### src/design/frt_pkg.sv
`timescale 1ns / 1ps
package frt_pkg;

  localparam int unsigned HEADER_BYTES = 16;
  localparam logic [11:0] MAX_STRIDE_RESET = 12'd1400;
  localparam logic [31:0] EXPIRE_RESET = 32'd19200000;

  localparam logic [0:0] REG_MAX_STRIDE = 1'b0;
  localparam logic [0:0] REG_EXPIRE = 1'b1;

  localparam logic [2:0] ST_PARTIAL = 3'd0;
  localparam logic [2:0] ST_COMPLETE = 3'd1;
  localparam logic [2:0] ST_MALFORMED = 3'd2;
  localparam logic [2:0] ST_MISMATCH = 3'd3;
  localparam logic [2:0] ST_DUPLICATE = 3'd4;

  typedef struct packed {
    logic [11:0] frame_len;
    logic [31:0] source_addr;
    logic [15:0] datagram_id;
    logic [7:0]  part_index;
    logic [7:0]  part_count;
    logic [15:0] chunk_len;
    logic [15:0] stride;
    logic [47:0] now_time;
  } frag_in_t;

  typedef struct packed {
    logic [2:0]  status;
    logic [1:0]  slot;
    logic [13:0] write_offset;
    logic [11:0] copy_len;
    logic [13:0] rebuilt_len;
  } frag_out_t;

  // Controller to datapath.
  typedef struct packed {
    logic load;
    logic check;
    logic locate;
    logic update;
    logic finish;
  } frt_cmd_t;

  // Datapath to controller.
  typedef struct packed {
    logic malformed;
  } frt_stat_t;

endpackage

### src/design/frt_ctrl.sv
`timescale 1ns / 1ps
module frt_ctrl (
  input  logic              clk,
  input  logic              rst_n,
  input  logic              start,
  output logic              busy,
  input  frt_pkg::frt_stat_t stat,
  output frt_pkg::frt_cmd_t cmd
);
  import frt_pkg::*;

  localparam logic [2:0] S_IDLE   = 3'd0;
  localparam logic [2:0] S_CHECK  = 3'd1;
  localparam logic [2:0] S_LOCATE = 3'd2;
  localparam logic [2:0] S_UPDATE = 3'd3;
  localparam logic [2:0] S_FINISH = 3'd4;

  logic [2:0] state_r, state_nxt;

  always_comb begin
    state_nxt = state_r;
    cmd = '0;
    case (state_r)
      S_IDLE: begin
        cmd.load = start;
        if (start) state_nxt = S_CHECK;
      end
      S_CHECK: begin
        cmd.check = 1'b1;
        state_nxt = S_LOCATE;
      end
      S_LOCATE: begin
        // A malformed header touches no state and goes straight to the result.
        if (stat.malformed) begin
          cmd.finish = 1'b1;
          state_nxt = S_IDLE;
        end else begin
          cmd.locate = 1'b1;
          state_nxt = S_UPDATE;
        end
      end
      S_UPDATE: begin
        cmd.update = 1'b1;
        state_nxt = S_FINISH;
      end
      S_FINISH: begin
        cmd.finish = 1'b1;
        state_nxt = S_IDLE;
      end
      default: state_nxt = S_IDLE;
    endcase
  end

  assign busy = (state_r != S_IDLE);

  always_ff @(posedge clk) begin
    if (!rst_n) state_r <= S_IDLE;
    else state_r <= state_nxt;
  end
endmodule

### src/design/frt_datapath.sv
`timescale 1ns / 1ps
module frt_datapath #(
  parameter int ENTRY_COUNT = 4,
  parameter int MAX_PARTS = 4
) (
  input  logic               clk,
  input  logic               rst_n,
  input  frt_pkg::frt_cmd_t  cmd,
  output frt_pkg::frt_stat_t stat,
  input  frt_pkg::frag_in_t  in_item,
  input  logic [11:0]        max_stride,
  input  logic [31:0]        expire_ticks,
  output logic               out_valid,
  output frt_pkg::frag_out_t out_item
);
  import frt_pkg::*;

  localparam int SW = (ENTRY_COUNT > 1) ? $clog2(ENTRY_COUNT) : 1;
  localparam int PW = (MAX_PARTS > 1) ? $clog2(MAX_PARTS) : 1;
  localparam int TW = $clog2(MAX_PARTS + 1);

  frag_in_t item_r;
  logic     bad_r;

  logic             valid_r    [ENTRY_COUNT];
  logic [31:0]      src_r      [ENTRY_COUNT];
  logic [15:0]      ident_r    [ENTRY_COUNT];
  logic [MAX_PARTS-1:0] mask_r [ENTRY_COUNT];
  logic [11:0]      estride_r  [ENTRY_COUNT];
  logic [TW-1:0]    etotal_r   [ENTRY_COUNT];
  logic [47:0]      touch_r    [ENTRY_COUNT];
  logic [11:0]      plen_r     [ENTRY_COUNT][MAX_PARTS];

  logic [SW-1:0] slot_r;
  logic          fresh_r;
  logic [2:0]    status_r;
  logic [13:0]   offset_r;
  logic [13:0]   rebuilt_r;
  logic          out_valid_r;
  frag_out_t     out_r;

  // Header checks.
  logic bad_c;
  always_comb begin
    bad_c = (item_r.part_count == 8'd0) || (item_r.part_index >= item_r.part_count) ||
            ({24'd0, item_r.part_count} > 32'(MAX_PARTS)) ||
            (item_r.stride == 16'd0) || (item_r.stride > {4'd0, max_stride}) ||
            (item_r.chunk_len > item_r.stride) ||
            ({5'd0, item_r.frame_len} < (17'(item_r.chunk_len) + 17'(HEADER_BYTES)));
  end
  assign stat.malformed = bad_r;

  // Expiry, match and victim choice over the live entries.
  logic [ENTRY_COUNT-1:0] live_c;
  logic          hit_c;
  logic [SW-1:0] hit_idx_c, pick_c;
  logic          free_found_c;
  logic [47:0]   oldest_c;
  logic [47:0]   age_c [ENTRY_COUNT];
  always_comb begin
    hit_c = 1'b0;
    hit_idx_c = '0;
    pick_c = '0;
    free_found_c = 1'b0;
    oldest_c = touch_r[0];
    for (int i = 0; i < ENTRY_COUNT; i++) begin
      age_c[i] = item_r.now_time - touch_r[i];
      live_c[i] = valid_r[i] && !((item_r.now_time > touch_r[i]) &&
                  (age_c[i] > {16'd0, expire_ticks}));
    end
    for (int i = ENTRY_COUNT - 1; i >= 0; i--) begin
      if (live_c[i] && src_r[i] == item_r.source_addr &&
          ident_r[i] == item_r.datagram_id) begin
        hit_c = 1'b1;
        hit_idx_c = SW'(i);
      end
    end
    for (int i = 0; i < ENTRY_COUNT; i++) begin
      if (!free_found_c) begin
        if (!live_c[i]) begin
          pick_c = SW'(i);
          free_found_c = 1'b1;
        end else if (touch_r[i] < oldest_c) begin
          oldest_c = touch_r[i];
          pick_c = SW'(i);
        end
      end
    end
  end

  // Update step on the chosen slot.
  logic [MAX_PARTS-1:0] mask_c, bit_c, want_c, newmask_c;
  logic [11:0]   est_c;
  logic [TW-1:0] etot_c;
  logic [PW-1:0] pidx_c, lastidx_c;
  logic [11:0]   lastlen_c;
  logic          mism_c, dup_c, done_c;
  logic [TW-1:0] tot_c;
  always_comb begin
    pidx_c = item_r.part_index[PW-1:0];
    tot_c = item_r.part_count[TW-1:0];
    mask_c = fresh_r ? '0 : mask_r[slot_r];
    est_c = estride_r[slot_r];
    etot_c = etotal_r[slot_r];
    bit_c = '0;
    bit_c[pidx_c] = 1'b1;
    want_c = '0;
    for (int p = 0; p < MAX_PARTS; p++) want_c[p] = (32'(p) < 32'(tot_c));
    mism_c = (mask_c != '0) && (({4'd0, est_c} != item_r.stride) || (etot_c != tot_c));
    dup_c = (mask_c & bit_c) != '0;
    newmask_c = mask_c | bit_c;
    done_c = (newmask_c == want_c);
    lastidx_c = PW'(tot_c - TW'(1));
    lastlen_c = (lastidx_c == pidx_c) ? item_r.chunk_len[11:0] : plen_r[slot_r][lastidx_c];
  end

  logic [13:0] offset_c, base_c;
  assign offset_c = 14'(item_r.part_index * item_r.stride);
  assign base_c = 14'(14'(tot_c - TW'(1)) * item_r.stride[13:0]);

  always_ff @(posedge clk) begin
    if (cmd.load) item_r <= in_item;
    if (cmd.check) bad_r <= bad_c;
    if (cmd.locate) begin
      slot_r <= hit_c ? hit_idx_c : pick_c;
      fresh_r <= !hit_c;
    end
    if (cmd.update) begin
      offset_r <= offset_c;
      rebuilt_r <= 14'(base_c + 14'(lastlen_c));
      status_r <= mism_c ? ST_MISMATCH : dup_c ? ST_DUPLICATE :
                  done_c ? ST_COMPLETE : ST_PARTIAL;
    end
    if (cmd.finish) begin
      if (bad_r) begin
        out_r <= '{status: ST_MALFORMED, slot: 2'd0, write_offset: 14'd0,
                   copy_len: 12'd0, rebuilt_len: 14'd0};
      end else begin
        out_r.status <= status_r;
        out_r.slot <= 2'(slot_r);
        out_r.write_offset <= (status_r <= ST_COMPLETE) ? offset_r : 14'd0;
        out_r.copy_len <= (status_r <= ST_COMPLETE) ? item_r.chunk_len[11:0] : 12'd0;
        out_r.rebuilt_len <= (status_r == ST_COMPLETE) ? rebuilt_r : 14'd0;
      end
    end
  end

  // Table state; expiry and claim are committed in the locate step.
  always_ff @(posedge clk) begin
    if (!rst_n) begin
      for (int i = 0; i < ENTRY_COUNT; i++) begin
        valid_r[i] <= 1'b0;
        mask_r[i] <= '0;
        estride_r[i] <= '0;
        etotal_r[i] <= '0;
        touch_r[i] <= '0;
      end
      out_valid_r <= 1'b0;
    end else begin
      out_valid_r <= cmd.finish;
      if (cmd.locate) begin
        for (int i = 0; i < ENTRY_COUNT; i++)
          valid_r[i] <= live_c[i] || (!hit_c && (pick_c == SW'(i)));
        if (!hit_c) begin
          src_r[pick_c] <= item_r.source_addr;
          ident_r[pick_c] <= item_r.datagram_id;
          mask_r[pick_c] <= '0;
          estride_r[pick_c] <= '0;
          etotal_r[pick_c] <= '0;
          touch_r[pick_c] <= item_r.now_time;
        end
      end
      if (cmd.update && !mism_c && !dup_c) begin
        if (mask_c == '0) begin
          estride_r[slot_r] <= item_r.stride[11:0];
          etotal_r[slot_r] <= tot_c;
        end
        mask_r[slot_r] <= newmask_c;
        touch_r[slot_r] <= item_r.now_time;
        plen_r[slot_r][pidx_c] <= item_r.chunk_len[11:0];
        if (done_c) valid_r[slot_r] <= 1'b0;
      end
    end
  end

  assign out_valid = out_valid_r;
  assign out_item = out_r;
endmodule

### src/design/fragment_reassembly_tracker.sv
`timescale 1ns / 1ps
// The result is registered: out_valid rises after the finish step, which follows the check,
// locate and update steps for a well-formed header and the check step for a malformed one.
// One header at a time: a new header is taken only while the controller is idle, and the
// steps run over the register-based entry table; busy is high while a header is in work.
// Reset (rst_n low, synchronous) empties the table and loads the default stride and timeout.
// The result strobe lasts one cycle; the receiver cannot stall it.
module fragment_reassembly_tracker #(
  parameter int ENTRY_COUNT = 4,
  parameter int MAX_PARTS = 4
) (
  input  logic               clk,
  input  logic               rst_n,
  input  logic               start,
  output logic               busy,
  input  frt_pkg::frag_in_t  in_item,
  output logic               out_valid,
  output frt_pkg::frag_out_t out_item,
  input  logic               cfg_valid,
  output logic               cfg_ready,
  input  logic [0:0]         cfg_index,
  input  logic [31:0]        cfg_data
);
  import frt_pkg::*;

  logic [11:0] max_stride_r;
  logic [31:0] expire_r;
  frt_cmd_t  cmd;
  frt_stat_t stat;

  assign cfg_ready = 1'b1;

  always_ff @(posedge clk) begin
    if (!rst_n) begin
      max_stride_r <= MAX_STRIDE_RESET;
      expire_r <= EXPIRE_RESET;
    end else if (cfg_valid && cfg_ready) begin
      case (cfg_index)
        REG_MAX_STRIDE: max_stride_r <= cfg_data[11:0];
        REG_EXPIRE: expire_r <= cfg_data;
        default: ;
      endcase
    end
  end

  frt_ctrl u_ctrl (
    .clk(clk), .rst_n(rst_n), .start(start), .busy(busy), .stat(stat), .cmd(cmd)
  );

  frt_datapath #(.ENTRY_COUNT(ENTRY_COUNT), .MAX_PARTS(MAX_PARTS)) u_dp (
    .clk(clk), .rst_n(rst_n), .cmd(cmd), .stat(stat), .in_item(in_item),
    .max_stride(max_stride_r), .expire_ticks(expire_r),
    .out_valid(out_valid), .out_item(out_item)
  );

  a_one_beat: assert property (@(posedge clk) disable iff (!rst_n)
    out_valid |=> !out_valid) else $error("result strobe longer than one cycle");
  a_done_idle: assert property (@(posedge clk) disable iff (!rst_n)
    out_valid |-> !busy) else $error("result while busy");
  a_status_range: assert property (@(posedge clk) disable iff (!rst_n)
    out_valid |-> (out_item.status <= ST_DUPLICATE)) else $error("bad status code");
endmodule

### config.mk
export PLATFORM = sky130hd
export DESIGN_NAME = fragment_reassembly_tracker
export DESIGN_NICKNAME = d
export VERILOG_FILES = /design/src/design/frt_pkg.sv /design/src/design/frt_ctrl.sv /design/src/design/frt_datapath.sv /design/src/design/fragment_reassembly_tracker.sv
export SDC_FILE = /design/constraint.sdc
export NUM_CORES = 2
export LEC_CHECK = 0
export ABC_AREA = 1
export BUFFER_PORTS_ARGS = -buffer_cell sky130_fd_sc_hd__buf_2
export CORE_AREA = 5 5 349 351
export CTS_CLUSTER_SIZE = 24
export DETAILED_ROUTE_END_ITERATION = 8
export DIE_AREA = 0 0 354 356
export GPL_TIMING_DRIVEN = 0
export PLACE_DENSITY = 0.79
export SLEW_MARGIN = 25
export SYNTH_ARGS = -nofsm -noshare
export SYNTH_HDL_FRONTEND = slang
export SYNTH_SLANG_ARGS = --single-unit
export TNS_END_PERCENT = 1
### constraint.sdc
create_clock -name clk -period 14.2 [get_ports clk]
set_input_delay 2.13 -clock clk [delete_from_list [all_inputs] [get_ports clk]]
set_output_delay 2.13 -clock clk [all_outputs]
set_load 0.05 [all_outputs]
Word level (Yosys, flattened, before mapping)
Memories as Yosys holds them, arrays and structs flattened. A register that Yosys moved wholly into a read port is not among the register bits. Cells that the tools add are included.

RAM bits: 656. Input bits: 193. Register bits after elaboration: 284. Memories kept: 8. Logic and storage cells: 268. ROM bits: 0. Output and inout port bits: 48. Latch bits: 0.

Eq/ne operators: 21. Muxes and demuxes: 105. Order comparisons: 26. Add/sub/neg operators: 8. Multiply operators: 2. Bitwise gates (word level): 11. Reduce and logical (&&, ||, !) cells: 64. Shifts and indexed selects: 0. Div/mod/pow operators: 0.

Memory list: u_dp.plen_r (depth 4, width 48, read ports 1, clocked after Yosys merged registers in 1, wr ports 1, RTL line frt_datapath.sv:32) `logic [11:0] plen_r [ENTRY_COUNT][MAX_PARTS];`; u_dp.touch_r (depth 4, width 48, read ports 4, clocked after Yosys merged registers in 0, wr ports 4, RTL line frt_datapath.sv:31) `logic [47:0] touch_r [ENTRY_COUNT];`; u_dp.src_r (depth 4, width 32, read ports 4, clocked after Yosys merged registers in 0, wr ports 1, RTL line frt_datapath.sv:26) `logic [31:0] src_r [ENTRY_COUNT];`; u_dp.ident_r (depth 4, width 16, read ports 4, clocked after Yosys merged registers in 0, wr ports 1, RTL line frt_datapath.sv:27) `logic [15:0] ident_r [ENTRY_COUNT];`; u_dp.estride_r (depth 4, width 12, read ports 1, clocked after Yosys merged registers in 1, wr ports 4, RTL line frt_datapath.sv:29) `logic [11:0] estride_r [ENTRY_COUNT];`; u_dp.mask_r (depth 4, width 4, read ports 1, clocked after Yosys merged registers in 1, wr ports 4, RTL line frt_datapath.sv:28) `logic [MAX_PARTS-1:0] mask_r [ENTRY_COUNT];`; +2 memories.

Operator list (number): $mux W48 (9); $gt A48 B32 Y1 (4); $gt A48 B48 Y1 (4); $sub A48 B48 Y48 (4); $lt A48 B48 Y1 (3); $eq A32 B32 Y1 (4); $reduce_or A48 Y1 (2); $mux W12 (6); $eq A16 B16 Y1 (4); $mux W2 (27); $mux W1 (51); $logic_and A1 B1 Y1 (25); $bmux W12 S2 (1); $demux W12 S2 (1); $reduce_or A12 Y1 (2); $add A16 B5 Y17 const B (1); $lt A12 B17 Y1 (1); $gt A16 B12 Y1 (1); $gt A16 B16 Y1 (1); $logic_not A16 Y1 (1); $mul A8 B16 Y14 (1); $ne A12 B16 Y1 (1); $add A14 B12 Y14 (1); $mul A14 B14 Y14 (1); other kinds (43) (81).

Depth between registers and ports, before layout
An unclocked memory read counts as a cell.

Word-level depth: 21. Depth in mapped cells: 69. Mapped depth without buffers: 64.

Hierarchy
From an unflattened synthesis, not the netlist that was laid out.

Cell total of the unflattened synthesis: 6903. Area, all modules: 61627.9 um^2.

By module, submodules not included: frt_datapath (area an instance 59858.7 um^2, cells an instance 6669, sequential area each 26805.7 um^2, instances 1); fragment_reassembly_tracker (area an instance 1601.5 um^2, cells an instance 209, sequential area each 880.8 um^2, instances 1); frt_ctrl (area an instance 167.7 um^2, cells an instance 25, sequential area each 60.1 um^2, instances 1).

Worst setup path after synthesis
OpenSTA, ideal clock, no wires.

Path kind: reg2reg. Start point: register u_dp.item_r[0] (netlist name). End point: memory u_dp.ident_r[3][0], enable pin. Stages on the path, launching flop included: 60. Setup time: 0.513 ns. Arrival time: 11.051 ns. Period minus slack after synthesis: 11.564 ns. Data required time: 13.687 ns. Buffers on the path: 4. Slack: 2.636 ns. Path through: edfxtp_1 > inv_1 > ha_1 > inv_1 > fa_1 > nand2_1 > clkinv_1 > nand2_1 > nand2_2 > a21oi_2 > o21ai_1 > a21oi_1 > xnor2_1 > ha_1 > nand2_1 > nor2_1 > nand3_1 > nor4_1 > [... 24 more ...] > clkbuf_1 > buf_1 > nand2_1 > o21ai_0 > ha_1 > a21oi_1 > nor2_1 > a211oi_1 > o221ai_1 > nand2_1 > o2111ai_1 > a221oi_1 > nand2_2 > nand2_2 > nand2_2 > nand2_1 > inv_1 > nor3_1.

Longest elaborated chain between the ends: 15. Elaborated cells on any way between the ends: 60. Classes of those cells: add/sub (4); order compare (10); mux (26); reduce/logical (20).

RTL lines: start, declared (RTL line frt_datapath.sv:22) `frag_in_t item_r;`; start signal, assigned (RTL line frt_datapath.sv:122) `if (cmd.load) item_r <= in_item;`; $sub A48 B48 Y48 (RTL line frt_datapath.sv:67) `age_c[i] = item_r.now_time - touch_r[i];`; $gt A48 B32 Y1 (RTL line frt_datapath.sv:69) `(age_c[i] > {16'd0, expire_ticks}));`; $logic_and A1 B1 Y1 (RTL line frt_datapath.sv:68) `live_c[i] = valid_r[i] && !((item_r.now_time > touch_r[i]) &&`; $logic_not A1 Y1 (RTL line frt_datapath.sv:68); $logic_and A1 B1 Y1 (RTL line frt_datapath.sv:68); $mux W48 / $logic_and A1 B1 Y1 (equally long branches) (RTL line frt_datapath.sv:80, frt_datapath.sv:72); $mux W48 / $logic_and A1 B1 Y1 (equally long branches) (RTL line frt_datapath.sv:79, frt_datapath.sv:72); $lt A48 B48 Y1 / $mux W1 (equally long branches) (RTL line frt_datapath.sv:83, frt_datapath.sv:72); $mux W48 / $mux W1 (equally long branches) (RTL line frt_datapath.sv:83, frt_datapath.sv:72); $mux W48 / $mux W1 (equally long branches) (RTL line frt_datapath.sv:80, frt_datapath.sv:72); $mux W48 / $mux W1 (equally long branches) (RTL line frt_datapath.sv:79, frt_datapath.sv:72); $lt A48 B48 Y1 / $mux W1 (equally long branches) (RTL line frt_datapath.sv:83, frt_datapath.sv:164); $mux W2 / $mux W1 (equally long branches) (RTL line frt_datapath.sv:83, frt_datapath.sv:161); $mux W2 / $mux W1 (equally long branches) (RTL line frt_datapath.sv:80, frt_datapath.sv:150); $mux W2 / $mux W1 (equally long branches) (RTL line frt_datapath.sv:79, frt_datapath.sv:166); end, declared (RTL line frt_datapath.sv:27).

Parallel ways exist; a longest one is shown, timed or not.

==> metrics.txt <==
# TYPE chip_impl_metric gauge
chip_impl_metric{name="number_of_antenna_violations_at_the_first_check_in_global_routing",unit=""} 7
chip_impl_metric{name="grt_start_max_net_pins",unit=""} 44
chip_impl_metric{name="slew-limit-headroom",unit="%"} 10.9
chip_impl_metric{name="cts_sinks",unit=""} 942
chip_impl_metric{name="mappedNetlistNets",unit=""} 7770
chip_impl_metric{name="use_met3",unit="%"} 7.17
chip_impl_metric{name="pwr-share-clk",unit="%"} 30.4
chip_impl_metric{name="die_width",unit="um"} 354
chip_impl_metric{name="rd_place_congestion",unit=""} 1.03
chip_impl_metric{name="placedCellCount",unit=""} 8701
chip_impl_metric{name="report.final.setup_viol",unit=""} 0
chip_impl_info{name="yosys-top-cells-area",value="sky130_fd_sc_hd__edfxtp_1 43%, sky130_fd_sc_hd__ha_1 12%, sky130_fd_sc_hd__nand2_1 7.5%"} 1
chip_impl_metric{name="clock_skew",unit="ps"} 78.2
chip_impl_metric{name="placement_rows",unit=""} 127
chip_impl_metric{name="core",unit="sq um"} 119000
chip_impl_metric{name="global_route.usage.total",unit="%"} 31.3
chip_impl_metric{name="netlist_area_pre_place",unit="sq um"} 62300
chip_impl_metric{name="hpwlAfterDp",unit="mm"} 161
chip_impl_metric{name="dr.pass1.iters",unit=""} 8
chip_impl_metric{name="worst-slew-pin-transition",unit="ps"} 1330
chip_impl_metric{name="synth_sequential_area_ratio",unit="%"} 44.6
chip_impl_metric{name="power.internal",unit="mW"} 5.75
chip_impl_metric{name="pwr_total",unit="mW"} 8.75
chip_impl_metric{name="cts_buffers",unit=""} 98
chip_impl_metric{name="portBuffers",unit=""} 239
chip_impl_info{name="cts_tree",value="built"} 1
chip_impl_metric{name="ys_ff_latch",unit=""} 942
chip_impl_metric{name="route.detailed.wl_per_inst",unit="um"} 22.7
chip_impl_metric{name="grt_use_met1",unit="%"} 42.7
chip_impl_metric{name="clock_latency",unit="ps"} 770
chip_impl_metric{name="area.growth.synth_to_final",unit="%"} 11.6
chip_impl_metric{name="floorplan.die_area",unit="sq um"} 126000
chip_impl_info{name="status",value="completed"} 1
chip_impl_metric{name="use_met2",unit="%"} 48.0
chip_impl_metric{name="total_switching_power",unit="mW"} 3.00
chip_impl_metric{name="clkSlewWorstSetupHoldPaths",unit="ps"} 60
chip_impl_info{name="final_cell_mix",value="1234 x sky130_fd_sc_hd__nand2_1, 1002 x sky130_fd_sc_hd__inv_1, 888 x sky130_fd_sc_hd__edfxtp_1, 799 x sky130_fd_sc_hd__nor2_1, 577 x sky130_fd_sc_hd__ha_1"} 1
chip_impl_metric{name="first_global_vias",unit=""} 49700
chip_impl_metric{name="ioPinCount",unit=""} 241
chip_impl_info{name="crit_type",value="flip-flop to flip-flop"} 1
chip_impl_metric{name="finalCritPeriodShare",unit="%"} 96.4
chip_impl_metric{name="pre_cts_ws",unit="ps"} -493
chip_impl_info{name="min-delay-path-class",value="flip-flop to flip-flop"} 1
chip_impl_metric{name="postCtsHoldBufs",unit=""} 0
chip_impl_info{name="global_route.peak_usage_layer",value="met2"} 1
chip_impl_metric{name="grt_remaining_overflow",unit=""} 0
chip_impl_metric{name="timing.critical_path.arrival",unit="ps"} 14080
chip_impl_metric{name="ys_async_sr_fraction",unit="%"} 0
chip_impl_info{name="layout.cells.most_common",value="sky130_fd_sc_hd__nand2_1"} 1
chip_impl_metric{name="worst-path-max-fanout",unit=""} 43
chip_impl_metric{name="post_drt_via_cell_ratio",unit=""} 5.77
chip_impl_metric{name="drive_gt1_share",unit="%"} 8.08
chip_impl_metric{name="final_hold_viol_count",unit=""} 0
chip_impl_metric{name="synth_area_per_cell",unit="sq um"} 9.04
chip_impl_metric{name="design.final.nets",unit=""} 8137
chip_impl_metric{name="seqPwrFrac",unit="%"} 38.5
chip_impl_metric{name="floorplan.initialDensity",unit="%"} 52.4
chip_impl_info{name="synthDominantAreaCellType",value="sky130_fd_sc_hd__edfxtp_1"} 1
chip_impl_metric{name="power.share.combinational",unit="%"} 31.1
chip_impl_metric{name="ant_nets",unit=""} 0
chip_impl_metric{name="critical_path_required",unit="ps"} 14600
chip_impl_metric{name="holdWs",unit="ps"} 472
chip_impl_metric{name="maxClockFrequency",unit="GHz"} 0.0731
chip_impl_metric{name="drc",unit=""} 0
chip_impl_metric{name="finalWorstSetupSlack",unit="ps"} 518
chip_impl_metric{name="power_switching_share",unit="%"} 34.3
chip_impl_metric{name="layout_min_cycle_time",unit="ps"} 13680
chip_impl_metric{name="timing.critical_path.slowest_cell_delay",unit="ps"} 520
chip_impl_info{name="ys.flop_type",value="sky130_fd_sc_hd__edfxtp_1"} 1
chip_impl_metric{name="drv_slew",unit=""} 0
chip_impl_info{name="critPathMostFrequentCell",value="sky130_fd_sc_hd__nand2_1"} 1
chip_impl_info{name="kind_of_capture_point_of_the_worst_setup_path",value="flip-flop"} 1
chip_impl_metric{name="total_leakage_power",unit="nW"} 29.7
chip_impl_info{name="setup_repair_after_global_routing_missed_its_margin",value="true"} 1
chip_impl_metric{name="layout.cells.non_filler",unit=""} 8892
chip_impl_metric{name="setup_total_negative_slack",unit="ps"} 0
chip_impl_metric{name="first_iter_violations",unit=""} 6009
chip_impl_metric{name="first_pass_grt_wire_length",unit="mm"} 298
chip_impl_info{name="cts-root-buf",value="sky130_fd_sc_hd__clkbuf_16"} 1
chip_impl_metric{name="drt-total-wl",unit="mm"} 202
chip_impl_metric{name="synth.lib_cells_used.distinct",unit=""} 69
chip_impl_metric{name="post_synth_inst_count",unit=""} 6888
chip_impl_metric{name="htree_num_levels",unit=""} 3
chip_impl_info{name="crit_slowest_cell",value="sky130_fd_sc_hd__fa_1"} 1
chip_impl_metric{name="floorplan.die.height",unit="um"} 356
chip_impl_metric{name="cts_buffer_depth",unit=""} 3
chip_impl_metric{name="synth_warnings",unit=""} 0
chip_impl_metric{name="vdd.ir_drop.worst",unit="uV"} 138
chip_impl_info{name="worstSetupStartpointType",value="flip-flop"} 1
chip_impl_metric{name="synth.top_cell.area_share",unit="%"} 42.8
chip_impl_metric{name="synth_edf_count",unit=""} 888
chip_impl_metric{name="routed-via-count",unit=""} 51300
chip_impl_metric{name="power-per-cell-area",unit="nW/um^2"} 126
chip_impl_metric{name="cap_viol_max_count",unit=""} 0
## layer usage
metal  vias up  share of wire [%]
met2      2539                 44
met5         -             0.0064
li1      24000                  -
met4         2                5.0
met1     24300                 41
met3       463                 11
## state kept, by name (all words and copies together), names as in the netlist, named ones only
register        cells
expire_r           32
max_stride_r       12
u_ctrl.state_r      3
u_dp.estride_r     48
u_dp.etotal_r      12
u_dp.fresh_r        1
u_dp.ident_r       64
u_dp.item_r       156
u_dp.mask_r        16
u_dp.offset_r      14
u_dp.out_item      45
u_dp.out_valid      1
u_dp.plen_r       192
u_dp.rebuilt_r     14
u_dp.slot_r         2
u_dp.src_r        128
u_dp.stat           1
u_dp.status_r       3
u_dp.touch_r      192
u_dp.valid_r        4
## cell families (layout without fill, tap and decap cells)
group                      after synthesis  after routing  synth area share [%]
other                                    1              6               0.00602
DFF                                    942            942                  44.6
xor gates and xnor gates               384            384                  5.40
and+or+nand+nor                       2551           2551                  17.0
AOI/OAI and AO/OA                     1150           1150                  10.6
adders and majority gates              689            689                  15.2
buffers and inverters                 1171           1622                  7.25
## Yosys cell counts (53+ instances only)
| cell type | instances |
|---|---|
| sky130_fd_sc_hd__nand2_1 | 1239 |
| sky130_fd_sc_hd__inv_1 | 1002 |
| sky130_fd_sc_hd__edfxtp_1 | 888 |
| sky130_fd_sc_hd__nor2_1 | 822 |
| sky130_fd_sc_hd__ha_1 | 577 |
| sky130_fd_sc_hd__a21oi_1 | 438 |
| sky130_fd_sc_hd__o21ai_0 | 401 |
| sky130_fd_sc_hd__xnor2_1 | 225 |
| sky130_fd_sc_hd__nand3_1 | 188 |
| sky130_fd_sc_hd__xor2_1 | 159 |
| sky130_fd_sc_hd__clkbuf_1 | 118 |
| sky130_fd_sc_hd__fa_1 | 112 |
| sky130_fd_sc_hd__nand4_1 | 90 |
| sky130_fd_sc_hd__nor3_1 | 64 |
| sky130_fd_sc_hd__dfxtp_1 | 54 |
| sky130_fd_sc_hd__o221ai_1 | 53 |
## power by group through the flow
stage / combinational [mW] / sequential [mW] / clock, mW
4_1_cts: 2.69 / 3.36 / 2.67
3_3_place_gp: 2.55 / 3.44 / 0
3_5_place_dp: 2.65 / 3.42 / 0
6_report: 2.72 / 3.37 / 2.66
2_1_floorplan: 1.91 / 3.39 / 0
5_1_grt: 3.04 / 3.37 / 2.80
## stage by stage
step	util [%]	area [sq um]
after global placement	55.1	65400
after CTS	58.5	69400
final	58.5	69500
after floorplan	-	62300
after global routing	58.5	69500
after detailed placement	55.7	66100
## area by class of cell
type                    instances  area, sq um
well taps                    1548         1940
inverters                    1018         3820
diodes                          5         12.5
flip-flops and latches        942        27700
clock inverters                65          786
multi-input cells            4775        30200
plain buffers                 153          703
clock buffers                 119         2530
repair buffers                267         1750
fillers                     10100        49200
## final timing paths
kind / start / to / slack [ps] / depth (start not counted)
max: u_dp.item_r[0] / u_dp.touch_r[0][0] / 520 / 58
min: max_stride_r[1] / max_stride_r[1] / 470 / 2
max reg2reg: u_dp.item_r[0] / u_dp.touch_r[0][0] / 520 / 58
min reg2reg: max_stride_r[1] / max_stride_r[1] / 470 / 2
## repair_timing
action	4_1_cts	5_1_grt
setup endpoints to repair	358	662
pin swaps	0	1
setup buffers	0	2
resized for setup	4	20
## worst max-delay path, delay by kind of cell, from the launching register on
| kind | cells | cell delay, ps |
|---|---|---|
| simple gates | 38 | 7410 |
| buf+inv | 9 | 2430 |
| fa+ha+maj | 5 | 1770 |
| compound gates | 5 | 1130 |
| flops | 1 | 400 |
| xor+xnor | 1 | 90 |
No activity file was read; power rests on OpenSTA's default activity.
